### src/rtl/sspm_pkg.sv
package sspm_pkg;

	// command codes of an input beat
	typedef enum logic [1:0] {
		CMD_TICK   = 2'd0,
		CMD_GLYPH  = 2'd1,
		CMD_POINT  = 2'd2,
		CMD_BRIGHT = 2'd3
	} cmd_t;

	// configuration register indexes
	localparam logic [2:0] REG_ANTI_GHOST    = 3'd0;
	localparam logic [2:0] REG_BRIGHT_TOP    = 3'd1;
	localparam logic [2:0] REG_MIRROR_START  = 3'd2;
	localparam logic [2:0] REG_SEG_DIRECT    = 3'd3;
	localparam logic [2:0] REG_DIG_LOW       = 3'd4;

	localparam int          GLYPH_COUNT = 12;
	localparam int          POINT_BIT   = 7;

	typedef struct packed {
		logic [15:0] anti_ghost_limit;
		logic [15:0] brightness_top;
		logic [2:0]  mirrored_digit_start;
		logic        segment_drive_direct;
		logic        digit_enable_low;
	} cfg_t;

	// logical levels after one beat, before pin polarity
	typedef struct packed {
		logic [7:0] seg_level;
		logic [3:0] dig_level;
		logic       rejected;
	} res_t;

	// segments a..g for a glyph code; upper half is the mirrored set
	function automatic logic [6:0] glyph_lookup(input logic mirror, input logic [3:0] code);
		logic [6:0] g;
		g = 7'h00;
		if (!mirror) begin
			unique case (code)
				4'd0: g = 7'h3F;
				4'd1: g = 7'h06;
				4'd2: g = 7'h5B;
				4'd3: g = 7'h4F;
				4'd4: g = 7'h66;
				4'd5: g = 7'h6D;
				4'd6: g = 7'h7D;
				4'd7: g = 7'h07;
				4'd8: g = 7'h7F;
				4'd9: g = 7'h6F;
				default: g = 7'h00;
			endcase
		end else begin
			unique case (code)
				4'd0: g = 7'h3F;
				4'd1: g = 7'h30;
				4'd2: g = 7'h5B;
				4'd3: g = 7'h79;
				4'd4: g = 7'h74;
				4'd5: g = 7'h6D;
				4'd6: g = 7'h6F;
				4'd7: g = 7'h38;
				4'd8: g = 7'h7F;
				4'd9: g = 7'h7D;
				default: g = 7'h00;
			endcase
		end
		return g;
	endfunction

endpackage

### src/rtl/seven_segment_pwm_multiplexer.sv
// channel   signals                                       beat
// input     in_valid/in_ready, command, digit_select,     one command
//           operand_value
// output    out_valid/out_ready, segment_pins,            pin levels after that command
//           digit_pins, command_rejected
// config    cfg_we, cfg_index, cfg_data                   one register write, no stall
//
// each beat passes the input register, then the scan/buffer update into the output register
// one beat per cycle sustained while out_ready is high; set by the single state update in the core
// the output register holds while out_ready is low; the input register still takes one beat
// arst_n clears the scan position, levels, digit buffers and config to their defaults
module seven_segment_pwm_multiplexer
	import sspm_pkg::*;
#(
	parameter int DIGIT_COUNT = 4
) (
	input  logic               clk,
	input  logic               arst_n,
	input  logic               in_valid,
	output logic               in_ready,
	input  logic [1:0]         command,
	input  logic [2:0]         digit_select,
	input  logic signed [15:0] operand_value,
	output logic               out_valid,
	input  logic               out_ready,
	output logic [7:0]         segment_pins,
	output logic [3:0]         digit_pins,
	output logic               command_rejected,
	input  logic               cfg_we,
	input  logic [2:0]         cfg_index,
	input  logic [15:0]        cfg_data
);

	cfg_t               cfg_q;
	logic               valid_s1;
	cmd_t               command_s1;
	logic [2:0]         digit_s1;
	logic signed [15:0] operand_s1;
	logic               out_valid_q;
	logic [7:0]         segment_pins_q;
	logic [3:0]         digit_pins_q;
	logic               rejected_q;
	logic               advance;
	logic               fire;
	res_t               res;

	// output register free, or being emptied this cycle
	assign advance  = !out_valid_q || out_ready;
	assign fire     = valid_s1 && advance;
	assign in_ready = !valid_s1 || advance;

	// configuration registers
	always_ff @(posedge clk or negedge arst_n) begin
		if (!arst_n) begin
			cfg_q.anti_ghost_limit     <= 16'd2;
			cfg_q.brightness_top       <= 16'd100;
			cfg_q.mirrored_digit_start <= 3'd2;
			cfg_q.segment_drive_direct <= 1'b1;
			cfg_q.digit_enable_low     <= 1'b1;
		end else if (cfg_we) begin
			unique case (cfg_index)
				REG_ANTI_GHOST:   cfg_q.anti_ghost_limit     <= cfg_data;
				REG_BRIGHT_TOP:   cfg_q.brightness_top       <= cfg_data;
				REG_MIRROR_START: cfg_q.mirrored_digit_start <= cfg_data[2:0];
				REG_SEG_DIRECT:   cfg_q.segment_drive_direct <= cfg_data[0];
				REG_DIG_LOW:      cfg_q.digit_enable_low     <= cfg_data[0];
				default: ;
			endcase
		end
	end

	// input register
	always_ff @(posedge clk or negedge arst_n) begin
		if (!arst_n) begin
			valid_s1 <= 1'b0;
		end else if (in_ready) begin
			valid_s1 <= in_valid;
		end
	end

	always_ff @(posedge clk) begin
		if (in_ready && in_valid) begin
			command_s1 <= cmd_t'(command);
			digit_s1   <= digit_select;
			operand_s1 <= operand_value;
		end
	end

	sspm_core #(
		.DIGIT_COUNT(DIGIT_COUNT)
	) u_core (
		.clk   (clk),
		.arst_n(arst_n),
		.fire  (fire),
		.cmd   (command_s1),
		.dig   (digit_s1),
		.val   (operand_s1),
		.cfg   (cfg_q),
		.res   (res)
	);

	// output register
	always_ff @(posedge clk or negedge arst_n) begin
		if (!arst_n) begin
			out_valid_q <= 1'b0;
		end else if (fire) begin
			out_valid_q <= 1'b1;
		end else if (out_ready) begin
			out_valid_q <= 1'b0;
		end
	end

	// pin polarity applied on the way out
	always_ff @(posedge clk) begin
		if (fire) begin
			segment_pins_q <= cfg_q.segment_drive_direct ? res.seg_level : ~res.seg_level;
			digit_pins_q   <= cfg_q.digit_enable_low ? ~res.dig_level : res.dig_level;
			rejected_q     <= res.rejected;
		end
	end

	assign out_valid        = out_valid_q;
	assign segment_pins     = segment_pins_q;
	assign digit_pins       = digit_pins_q;
	assign command_rejected = rejected_q;

endmodule

### src/rtl/sspm_core.sv
module sspm_core
	import sspm_pkg::*;
#(
	parameter int DIGIT_COUNT = 4
) (
	input  logic               clk,
	input  logic               arst_n,
	input  logic               fire,
	input  cmd_t               cmd,
	input  logic [2:0]         dig,
	input  logic signed [15:0] val,
	input  cfg_t               cfg,
	output res_t               res
);

	localparam int CDW = (DIGIT_COUNT > 1) ? $clog2(DIGIT_COUNT) : 1;

	logic [CDW-1:0] cur_q;
	logic [15:0]    slot_q;
	logic [15:0]    bright_q [DIGIT_COUNT];
	logic [6:0]     glyph_q  [DIGIT_COUNT];
	logic           point_q  [DIGIT_COUNT];
	logic [7:0]     seg_level_q;
	logic [3:0]     dig_level_q;

	logic           valid_digit;
	logic [CDW-1:0] dig_idx;
	logic           glyph_ok;
	logic           mirror;
	logic [6:0]     new_glyph;
	logic [14:0]    lvl;
	logic [16:0]    thr;
	logic [15:0]    cap;
	logic [15:0]    new_bright;
	logic [16:0]    slot_next;
	logic           period_end;
	logic [CDW-1:0] cur_next;
	logic [3:0]     cur_onehot;
	logic           wr_glyph, wr_point, wr_bright;

	assign valid_digit = 32'(dig) < DIGIT_COUNT;
	assign dig_idx     = CDW'(dig);
	assign glyph_ok    = (val >= 16'sd0) && (val < 16'(GLYPH_COUNT));
	assign mirror      = dig >= cfg.mirrored_digit_start;
	assign new_glyph   = glyph_lookup(mirror, val[3:0]);

	// brightness threshold with saturation below the period top
	assign lvl        = val[15] ? 15'd0 : val[14:0];
	assign thr        = 17'(cfg.anti_ghost_limit) + 17'd1 + 17'(lvl);
	assign cap        = (cfg.brightness_top >= 16'd2) ? cfg.brightness_top - 16'd2 : 16'd0;
	assign new_bright = (thr >= 17'(cap)) ? cap : thr[15:0];

	assign wr_glyph  = fire && (cmd == CMD_GLYPH) && valid_digit && glyph_ok;
	assign wr_point  = fire && (cmd == CMD_POINT) && valid_digit
	                   && ((val == 16'sd0) || (val == 16'sd1));
	assign wr_bright = fire && (cmd == CMD_BRIGHT) && valid_digit;

	assign slot_next  = 17'(slot_q) + 17'd1;
	assign period_end = (slot_next >= 17'(cfg.brightness_top)) || slot_next[16];
	assign cur_next   = (32'(cur_q) >= DIGIT_COUNT - 1) ? '0 : cur_q + CDW'(1);

	always_comb begin
		for (int i = 0; i < 4; i++) begin
			cur_onehot[i] = (32'(cur_q) == i);
		end
	end

	// next logical levels and reject flag
	always_comb begin
		res.seg_level = seg_level_q;
		res.dig_level = dig_level_q;
		res.rejected  = 1'b0;
		if (cmd == CMD_TICK) begin
			if (slot_q <= 16'd1) begin
				res.seg_level = '0;
				res.dig_level = '0;
			end else if (slot_q <= cfg.anti_ghost_limit) begin
				res.seg_level = {point_q[cur_q], glyph_q[cur_q]};
				res.dig_level = cur_onehot;
			end else if (slot_q >= bright_q[cur_q]) begin
				res.seg_level = '0;
				res.dig_level = '0;
			end
		end else if (!valid_digit) begin
			res.rejected = 1'b1;
		end else if (cmd == CMD_GLYPH) begin
			res.rejected = !glyph_ok;
		end
	end

	always_ff @(posedge clk or negedge arst_n) begin
		if (!arst_n) begin
			cur_q       <= '0;
			slot_q      <= '0;
			seg_level_q <= '0;
			dig_level_q <= '0;
		end else if (fire && (cmd == CMD_TICK)) begin
			seg_level_q <= res.seg_level;
			dig_level_q <= res.dig_level;
			if (period_end) begin
				cur_q  <= cur_next;
				slot_q <= '0;
			end else begin
				slot_q <= slot_next[15:0];
			end
		end
	end

	// per-digit buffers, reset to blank
	always_ff @(posedge clk or negedge arst_n) begin
		if (!arst_n) begin
			for (int i = 0; i < DIGIT_COUNT; i++) begin
				bright_q[i] <= '0;
				glyph_q[i]  <= '0;
				point_q[i]  <= 1'b0;
			end
		end else begin
			for (int i = 0; i < DIGIT_COUNT; i++) begin
				if (32'(dig_idx) == i) begin
					if (wr_glyph) begin
						glyph_q[i] <= new_glyph;
					end
					if (wr_point) begin
						point_q[i] <= val[0];
					end
					if (wr_bright) begin
						bright_q[i] <= new_bright;
					end
				end
			end
		end
	end

endmodule

### config.mk
export PLATFORM = sky130hd
export DESIGN_NAME = seven_segment_pwm_multiplexer
export DESIGN_NICKNAME = d
export VERILOG_FILES = /design/src/rtl/sspm_pkg.sv /design/src/rtl/seven_segment_pwm_multiplexer.sv /design/src/rtl/sspm_core.sv
export SDC_FILE = /design/constraint.sdc
export NUM_CORES = 1
export LEC_CHECK = 0
export BUFFER_PORTS_ARGS = -buffer_cell sky130_fd_sc_hd__buf_2
export CAP_MARGIN = 30
export CORE_ASPECT_RATIO = 1.4
export CORE_MARGIN = 2
export CORE_UTILIZATION = 46
export DETAILED_ROUTE_END_ITERATION = 8
export GPL_ROUTABILITY_DRIVEN = 0
export SYNTH_ARGS = -nofsm -noshare
export SYNTH_HDL_FRONTEND = slang
export SYNTH_SLANG_ARGS = --single-unit
### constraint.sdc
create_clock -name clk -period 5.8 [get_ports clk]
set_clock_uncertainty 0.1 [all_clocks]
set_input_delay 1.16 -clock clk [delete_from_list [all_inputs] [get_ports clk]]
set_output_delay 1.16 -clock clk [all_outputs]
set_load 0.03 [all_outputs]
Word-level counts from Yosys, hierarchy flattened. Memories as Yosys holds them, arrays and structs flattened. A register that Yosys moved wholly into a read port is not among the register bits. Index checks and enable logic that the tools add are counted.

Bits in registers: 199. ROM bits: 224. Output and inout bits: 15. Memories kept: 2.

Memories: (no name shown) (depth 16, bits a word 7, read ports 1, clocked after Yosys merged registers in 1, wr ports 0, line sspm_pkg.sv:41) `unique case (code)`; (no name shown) (depth 16, bits a word 7, read ports 1, clocked after Yosys merged registers in 1, wr ports 0, line sspm_pkg.sv:55) `unique case (code)`.

$add $sub $neg: 5. $lt $le $gt $ge: 12. Muxes and demuxes: 27. Bitwise gates (word level): 3. Equality and inequality tests: 14. Reductions and logical operators: 43.

Operator list (number): $mux 16 (5); $mux 12 (4); $reduce_and 2->1 (18); $add 16x1->17 const B (2); $ge 17x16->1 (2); $bmux 16 s2 (1); $mux 7 (3); $add 17x15->17 (1); $eq 16x2->1 const B (1); $ge 16x1->1 const B (1); $ge 16x16->1 (1); $ge 16x2->1 const B (1); $le 16x1->1 const B (1); $le 16x16->1 (1); $logic_not 16->1 (1); $lt 16x5->1 const B (1); $sub 16x2->16 const B (1); $mux 15 (1); $bmux 7 s2 (1); $eq 2x2->1 const B (6); $logic_and 1x1->1 (12); $mux 4 (3); $mux 8 (1); $not 8->8 (1); other kinds (19) (34).

Longest topological paths before layout. Gate-level depths: netlist (run 1).

Word-level depth: 11. Depth in mapped cells: 20. Depth with buffers taken out: 18.

Cells and area by module. Synthesis (run 1) repeated with hierarchy kept, for this count alone.

Cell total of the unflattened synthesis: 1102. Area, all modules: 11891.4 um2.

By module, submodules not included: sspm_core (instances 1, cells each 964, area an instance 9216.3 um2, seq. area each 3153.0 um2); seven_segment_pwm_multiplexer (instances 1, cells each 138, area an instance 2675.1 um2, seq. area each 2005.7 um2).

Least setup slack after synthesis (run 1). OpenSTA, ideal clock, no wires.

Kind: flip-flop to flip-flop. Start: register operand_s1[15]. End: register u_core.bright_q[15] (netlist name). Data required time: 5575 ps. Stages on the path, launching flop included: 19. Setup time: 125 ps. Setup slack: 1162 ps. Arrival time: 4413 ps. Clock period less this slack: 4638 ps. Path buffers: 1. Cell sequence: edfxtp_1 > clkbuf_1 > nand2b_1 > ha_1 > fa_1 > nor2b_4 > o31a_1 > a211oi_2 > nor3_2 > nor2_1 > xnor2_1 > inv_1 > ha_1 > a211o_1 > a221oi_2 > o221ai_1 > a311oi_4 > mux2_2 > mux2_2.

Longest elaborated chain between the ends: 4.

RTL lines: start, declared (line seven_segment_pwm_multiplexer.sv:38) `logic signed [15:0] operand_s1;`; start signal, assigned (line seven_segment_pwm_multiplexer.sv:85) `operand_s1 <= operand_value;`; $mux 15 (*) (line sspm_core.sv:48) `assign lvl = val[15] ? 15'd0 : val[14:0];`; $add 17x15->17 (*) (line sspm_core.sv:49) `assign thr = 17'(cfg.anti_ghost_limit) + 17'd1 + 17'(lvl);`; $ge 17x16->1 (line sspm_core.sv:51) `assign new_bright = (thr >= 17'(cap)) ? cap : thr[15:0];`; $mux 16 (*) (line sspm_core.sv:51); end signal, assigned by index (line sspm_core.sv:127) `bright_q[i] <= new_bright;`; end, declared (line sspm_core.sv:20) `logic [15:0] bright_q [DIGIT_COUNT];`.

Every way passes the cells marked *; elsewhere a longest branch is shown, timed or not. A chain may end at the register's enable or synchronous reset.

Worst setup path in the final report (run 1).
Start: register operand_s1[15]. End: register u_core.bright_q[47] (netlist name).

Same word-level chain as after synthesis.

==> summary.md, run 1 <==
| Metric | Value |
|---|---|
| Detailed Route Iter0 Violations | 539 |
| Int Pwr | ~0.0034 W |
| Most Used Layer, Global Route | met2 |
| Post-CTS setup buffer count | 0 |
| Grt ovf | 0 |
| Leak | a little over 6 nW |
| Post-route ant nets | 0 |
| Period utilization | 0.883 |
| Max Fclk | about 200 MHz |
| Full die area | between 20000 and 30000 um^2 |
| CP Capture Type | flip-flop |
| DR DRC count | 0 |
| Startpoint Class | flip-flop |
| H-tree levels | 1 |
| Final setup vio count | 0 |
| Netlist cell types | 71 |
| Syn Inst Count | approximately 1.2k |
| Die Ht | 196 um |
| M2 GR Usage | 0.407 |
| Clk buf depth | 3 |
| Clock share of power | 0.270 |
| IO Port Bufs | 59 |
| Gate power share | 0.348 |
| WL per Instance | about 20 um |
| Met1 usage | 0.294 |
| Clock Latency Late Sink | ~520 ps |
| Synth-to-layout area growth | 12.0% |
| Vias after detailed routing | 9255 |
| Crit Path Category | flip-flop to flip-flop |
| Sequential share of power | 0.382 |
| Crit-path max FO | 16 |
| Clock Pin Slew Worst Setup and Hold Paths | around 60 ps |
| Number of enable flip-flop cells after synthesis | 34 |
| Finished Layout Cells | 1627 |
| Dpl cell area | 12900 um^2 |
| Die width | between 100 and 150 um |
| First-pass GRT wire length | roughly 50 mm |
| Relative slew slack | 0.335 |
| Overall routed net length | 32.0 mm |
| Sw frac | 0.363 |
| Routing usage on met3 | 0.0304 |
| Pin count of the biggest net entering global routing | between 150 and 200 |
| Detailed placer's ending HPWL | roughly 24 mm |
| Mapped Area | between 10000 and 15000 um^2 |
| Pwr Density | about 390 nW/um^2 |
| Min-Delay Path Class | flip-flop to flip-flop |
| Antenna fix cells | 0 |
| Total track usage | 0.233 |
| Fill cells | 2387 |
| Synthesized area per cell | between 9 and 10 um^2 |
| Num ports | 60 |
| TritonCTS clock tree | yes |
| Total CTS buffers | 24 |
| Final hold viol count | 0 |
| Register area share after synthesis | 0.436 |
| Setup TNS Final | 0 ps |
| Final Max Slew Viols | 0 |
| Syn Nets | 1373 |
| NetSw | 0.00195 W |
| Initial antenna violation count | 0 |
| Cts repair resizes | 0 |
| # clock sinks | 206 |
| Final Instance Area | 13600 um^2 |
| YS warnings | 0 |
| Synth Flop Type | dfrtp_1 |
| Slew @ Worst Pin | 997 ps |
| First-pass iteration count of the detailed router | 5 |
| Seq cells post-synth | 206 |
| CTS Hold Bufs | 0 |
| Fraction of registers with async set/reset | 0.801 |
| Final nets | about 1.4k |
| Share of cells above drive strength 1 | 0.159 |
| Final Critical Period | about 5000 ps |
| Max-cap violations | 0 |
| Worst EP arrival | ~5400 ps |
| Status | finished clean |
| Worst EP required | around 6100 ps |
| Worst vdd ir | roughly 230 uV |
| Rows | 70 |
| Root Buffer | clkbuf_16 |
| Vias/cell | approximately 5.7 |
| RSZ-0062 raised after global routing | no |
| Core Box Area | roughly 26000 um^2 |
| Dpl cells | about 1.6k |
| Starting density of the core | 0.466 |
| Vias in the first global route | a little over 9k |
==> flip-flops by register name, summed over array words and instances (netlist names), named ones only <==
signal	count
cfg_q	37
command_rejected	1
command_s1	2
digit_pins	4
digit_s1	3
operand_s1	16
out_valid	1
segment_pins	8
u_core.bright_q	64
u_core.cur_q	2
u_core.dig_level_q	4
u_core.glyph_q	28
u_core.point_q	4
u_core.seg_level_q	8
u_core.slot_q	16
valid_s1	1
==> through the flow <==
stage	total power [W]	worst slack, ps	hold WS, ps	utilization
global route	0.00573	343	399	0.522
finish	0.00536	677	374	0.522
global placement	0.00390	787	356	0.491
floorplan	0.00336	1160	345	-
CTS	0.00541	690	378	0.522
detailed placement	0.00394	713	365	0.493
==> cell type report <==
| class | count | area [um^2] | share of cell area |
|---|---|---|---|
| Multi-Input combinational cell | 891 | 6370 | 0.468 |
| Sequential cell | 206 | 5300 | 0.389 |
| Clock inverter | 11 | 71.3 | 0.00524 |
| Inverter | 85 | 319 | 0.0234 |
| Clock buffer | 32 | 682 | 0.0501 |
| Timing Repair Buffer | 78 | 475 | 0.0349 |
| Tap cell | 324 | 405 | 0.0298 |
==> layout by cell type (no fill, tap or decap), types with 5 or more instances in the layout <==
cell type    n
a211oi_1     8
a21o_1      17
a21oi_1     75
a221o_1      5
a22oi_1     12
a311oi_1     8
a31o_2       5
and3_1      11
buf_2       58
buf_4       15
clkbuf_16   25
clkinv_2     6
dfrtp_1    157
dfstp_2      7
dfxtp_1      7
edfxtp_1    34
ha_1        96
inv_1       85
mux2_2      36
mux2i_1     29
mux4_2      24
nand2_1    148
nand2b_1    13
nand3_1     29
nand4_1     12
nor2_1      85
nor2b_1     24
nor3_1      22
nor4_1       9
o21a_1       6
o21ai_0    114
or2_2        5
xnor2_1     30
xor2_1       6
==> logic make-up (layout without fill, tap and decap cells) <==
kind of cell	Yosys count	in the layout	synth area share
and+or+nand+nor	378	378	0.146
AOI/OAI and AO/OA	291	291	0.148
DFF	206	206	0.436
buffers and inverters	134	206	0.0426
adders and majority gates	97	97	0.100
muxes	89	89	0.102
xor gates and xnor gates	36	36	0.0259
==> final timing paths <==
| check | startpoint | endpoint | slack [ps] | cells after the start |
|---|---|---|---|---|
| max | operand_s1[15]$_DFFE_PP_ | u_core.bright_q[47]$_DFFE_PN0P_ | 680 | 19 |
| max in group asynchronous | arst_n | u_core.cur_q[0]$_DFFE_PN0P_ | 4130 | 2 |
| min in group asynchronous | arst_n | out_valid$_DFFE_PN0P_ | 610 | 2 |
| max reg2reg | operand_s1[15]$_DFFE_PP_ | u_core.bright_q[47]$_DFFE_PN0P_ | 680 | 19 |
| min reg2reg | u_core.bright_q[8]$_DFFE_PN0P_ | u_core.bright_q[8]$_DFFE_PN0P_ | 370 | 2 |
| min | u_core.bright_q[8]$_DFFE_PN0P_ | u_core.bright_q[8]$_DFFE_PN0P_ | 370 | 2 |
==> routing by layer <==
layer	wire length [um]	up-vias	part of all wire
li1	-	4503	-
met1	13500	4480	0.42
met2	15900	217	0.50
met3	1320	55	0.041
met4	1310	0	0.041
met5	0	-	0
==> worst max-delay path: stages, from the launching register on <==
cell      delay [ps]
edfxtp_1         360
buf_4            200
nand2b_1         160
ha_1             210
fa_1             450
nor2b_4          140
o31a_1           200
a211oi_2         100
nor3_2           300
nor2_1            90
xnor2_1          180
inv_1             70
ha_1             320
a211o_1          310
a221oi_2         180
o221ai_1         190
a311oi_4         430
buf_4            340
mux2_2           400
mux2_2           260
==> cell usage after synthesis, drive strengths merged, types with 24 or more instances <==
library cell | count | area, um^2
nor3 | 25 | 140
clkbuf | 40 | 150
nand3 | 29 | 145
edfxtp | 34 | 1020
nand2 | 148 | 556
nor2 | 85 | 319
mux2 | 36 | 405
mux4 | 24 | 541
ha | 96 | 1200
xnor2 | 30 | 263
dfrtp | 158 | 3950
o21ai | 116 | 581
a21oi | 75 | 375
inv | 85 | 319
mux2i | 29 | 290
nor2b | 25 | 164
==> power groups by stage <==
stage | registers, W | logic (W) | clock network (W)
after floorplan | 0.00197 | 0.00139 | 0
after global placement | 0.00207 | 0.00183 | 0
after detailed placement | 0.00207 | 0.00186 | 0
after CTS | 0.00205 | 0.00187 | 0.00148
after global routing | 0.00209 | 0.00210 | 0.00154
final | 0.00205 | 0.00187 | 0.00145
No activity file was read; power rests on OpenSTA's default activity.
==> run 2: changes to the inputs <==
==> constraint.sdc (replaced) <==
create_clock -name clk -period 5.8 [get_ports clk]
set_clock_uncertainty 0.1 [all_clocks]
set_input_delay 0.58 -clock clk [delete_from_list [all_inputs] [get_ports clk]]
set_output_delay 0.58 -clock clk [all_outputs]
set_load 0.03 [all_outputs]
==> run 2 against run 1 <==
- core utilization about the same
- final area about the same
- clock power about the same
- global-route usage up 0.56 points
- worst setup slack worse by 3.5 ps
- count of clock-buffer cells in the layout up 1
- via count up 0.33%
- total power up 0.12%
- combinational power about the same
- critical path type unchanged
- critical endpoint is now u_core.bright_q[63]$_DFFE_PN0P_
==> summary.md, run 2 (same netlist as run 1, synthesis figures left out) <==
| Metric | Value |
|---|---|
| Met1 usage | 0.299 |
| Reg2reg start | operand_s1[15]$_DFFE_PP_ |
| Min-Delay Path Class | primary input to async pin |
| Reg with most FFs | u_core.bright_q |
| Final setup vio count | 0 |
| Crit Path Category | flip-flop to flip-flop |
| Period utilization | 0.884 |
| First-pass iteration count of the detailed router | 6 |
| Slew @ Worst Pin | 1050 ps |
| Crit-path max FO | 16 |
| Startpoint Class | flip-flop |
| Final Max Slew Viols | 0 |
| Cts repair resizes | 0 |
| TritonCTS clock tree | yes |
| Clock Latency Late Sink | 520 ps |
| Vias in the first global route | roughly 9.4k |
| Final nets | approximately 1.4k |
| Reg-to-Reg End | u_core.bright_q[63]$_DFFE_PN0P_ |
| R2R setup slack | roughly 670 ps |
| Vias after detailed routing | approximately 9.3k |
| CP Capture Type | flip-flop |
| Max FFs per register | 64 |
| Grt ovf | 0 |
| Num ports | 60 |
| Core Box Area | 26100 um^2 |
| Routing usage on met3 | 0.0258 |
| Max Fclk | roughly 200 MHz |
| Vias/cell | approximately 5.7 |
| Worst vdd ir | around 250 uV |
| Worst EP required | between 6000 and 7000 ps |
| Clk buf depth | 3 |
| Post-CTS setup buffer count | 0 |
| Biggest regs | u_core.bright_q (64), cfg_q (37), u_core.glyph_q (28) |
| H-tree levels | 1 |
| Status | finished clean |
| Die width | approximately 140 um |
| M2 GR Usage | 0.433 |
| Root Buffer | clkbuf_16 |
| Die Ht | 196 um |
| Final hold viol count | 0 |
| WL per Instance | 20.0 um |
| RSZ-0062 raised after global routing | no |
| Total track usage | 0.239 |
| Final hold slack | 10.1 ps |
| Pin count of the biggest net entering global routing | 83 |
| Initial antenna violation count | 0 |
| Setup TNS Final | 0 ps |
| Max-cap violations | 0 |
| Worst reg-to-reg path cell count | 19 |
| Antenna fix cells | 0 |
| Most common cell after layout, fill and taps aside | dfrtp_1 |
| Worst EP arrival | 5420 ps |
| Detailed placer's ending HPWL | around 24 mm |
| Total CTS buffers | 23 |
| Most Used Layer, Global Route | met2 |
| # clock sinks | just over 200 |
| CTS Hold Bufs | 0 |
| IO Port Bufs | between 50 and 60 |
| Relative slew slack | 0.290 |
| Overall routed net length | roughly 32 mm |
| First-pass GRT wire length | about 52 mm |
| Pwr Density | 394 nW/um^2 |
| Leak | roughly 6.2 nW |
| Share of cells above drive strength 1 | 0.158 |
| Detailed Route Iter0 Violations | between 500 and 600 |
| Full die area | ~28000 um^2 |
| Final Critical Period | 5130 ps |
| DR DRC count | 0 |
| Post-route ant nets | 0 |
| Most frequent cells in the layout | dfrtp_1, nand2_1, o21ai_0 |
| Starting density of the core | 0.466 |
| Synth-to-layout area growth | 11.9% |
| Rows | 70 |
| Clock Pin Slew Worst Setup and Hold Paths | roughly 60 ps |
run 2: metrics by stage:
step / power, W / util / setup WS, ps / cells / instance area, um^2
6_report: 0.00537 / 0.522 / 674 / 1625 / 13600
5_1_grt: 0.00574 / 0.522 / 391 / 1625 / 13600
4_1_cts: 0.00541 / 0.522 / 748 / 1625 / 13600
3_5_place_dp: 0.00395 / 0.493 / 805 / 1584 / 12900
3_3_place_gp: 0.00389 / 0.491 / 843 / 1581 / 12800
2_1_floorplan: 0.00336 / - / 1160 / 1231 / 12200
run 2: final cells by class:
class	instances	area, um^2
clock buffer	33	673
clock inverter	8	70.1
fill	2410	12500
inverter	85	319
multi-input combinational	891	6370
sequential	206	5300
tap	324	405
timing repair buffer	78	475
run 2: how the worst max path moves through the flow:
stage	cells after the start	end	slack [ps]	startpoint
2_1_floorplan	18	u_core.bright_q[15]$_DFFE_PN0P_	1160	operand_s1[15]$_DFFE_PP_
3_5_place_dp	19	u_core.bright_q[31]$_DFFE_PN0P_	800	operand_s1[15]$_DFFE_PP_
5_1_grt	20	u_core.bright_q[63]$_DFFE_PN0P_	390	operand_s1[15]$_DFFE_PP_
3_3_place_gp	19	u_core.bright_q[63]$_DFFE_PN0P_	840	operand_s1[15]$_DFFE_PP_
4_1_cts	19	u_core.bright_q[63]$_DFFE_PN0P_	750	operand_s1[15]$_DFFE_PP_
6_report	19	u_core.bright_q[63]$_DFFE_PN0P_	670	operand_s1[15]$_DFFE_PP_
run 2: power breakdown:
part | internal [W] | switching, W | leakage, nW
sequential | 0.00179 | 0.000255 | 2.53
clock | 0.000849 | 0.000602 | 0.365
combinational | 0.000797 | 0.00108 | 3.28
total | 0.00343 | 0.00194 | 6.18
run 2: critical path, cell delays in order (launching register included):
cell      delay, ps
edfxtp_1        350
buf_4           200
nand2b_1        190
inv_1            70
ha_1            210
nor2b_1         140
o211ai_1        210
nand3_1         210
and3_1          240
o211a_1         230
nor3_1          360
inv_1            90
ha_1            320
o21a_1          180
o21ai_0         320
o221ai_1        230
a311oi_4        290
buf_4           360
mux2_2          420
mux2_2          270
run 2: layer usage:
layer / routed length (um) / up-vias
met1: 13600 / 4541
met4: 941 / 0
met2: 16600 / 196
met3: 1320 / 49
li1: - / 4500
met5: 0 / -
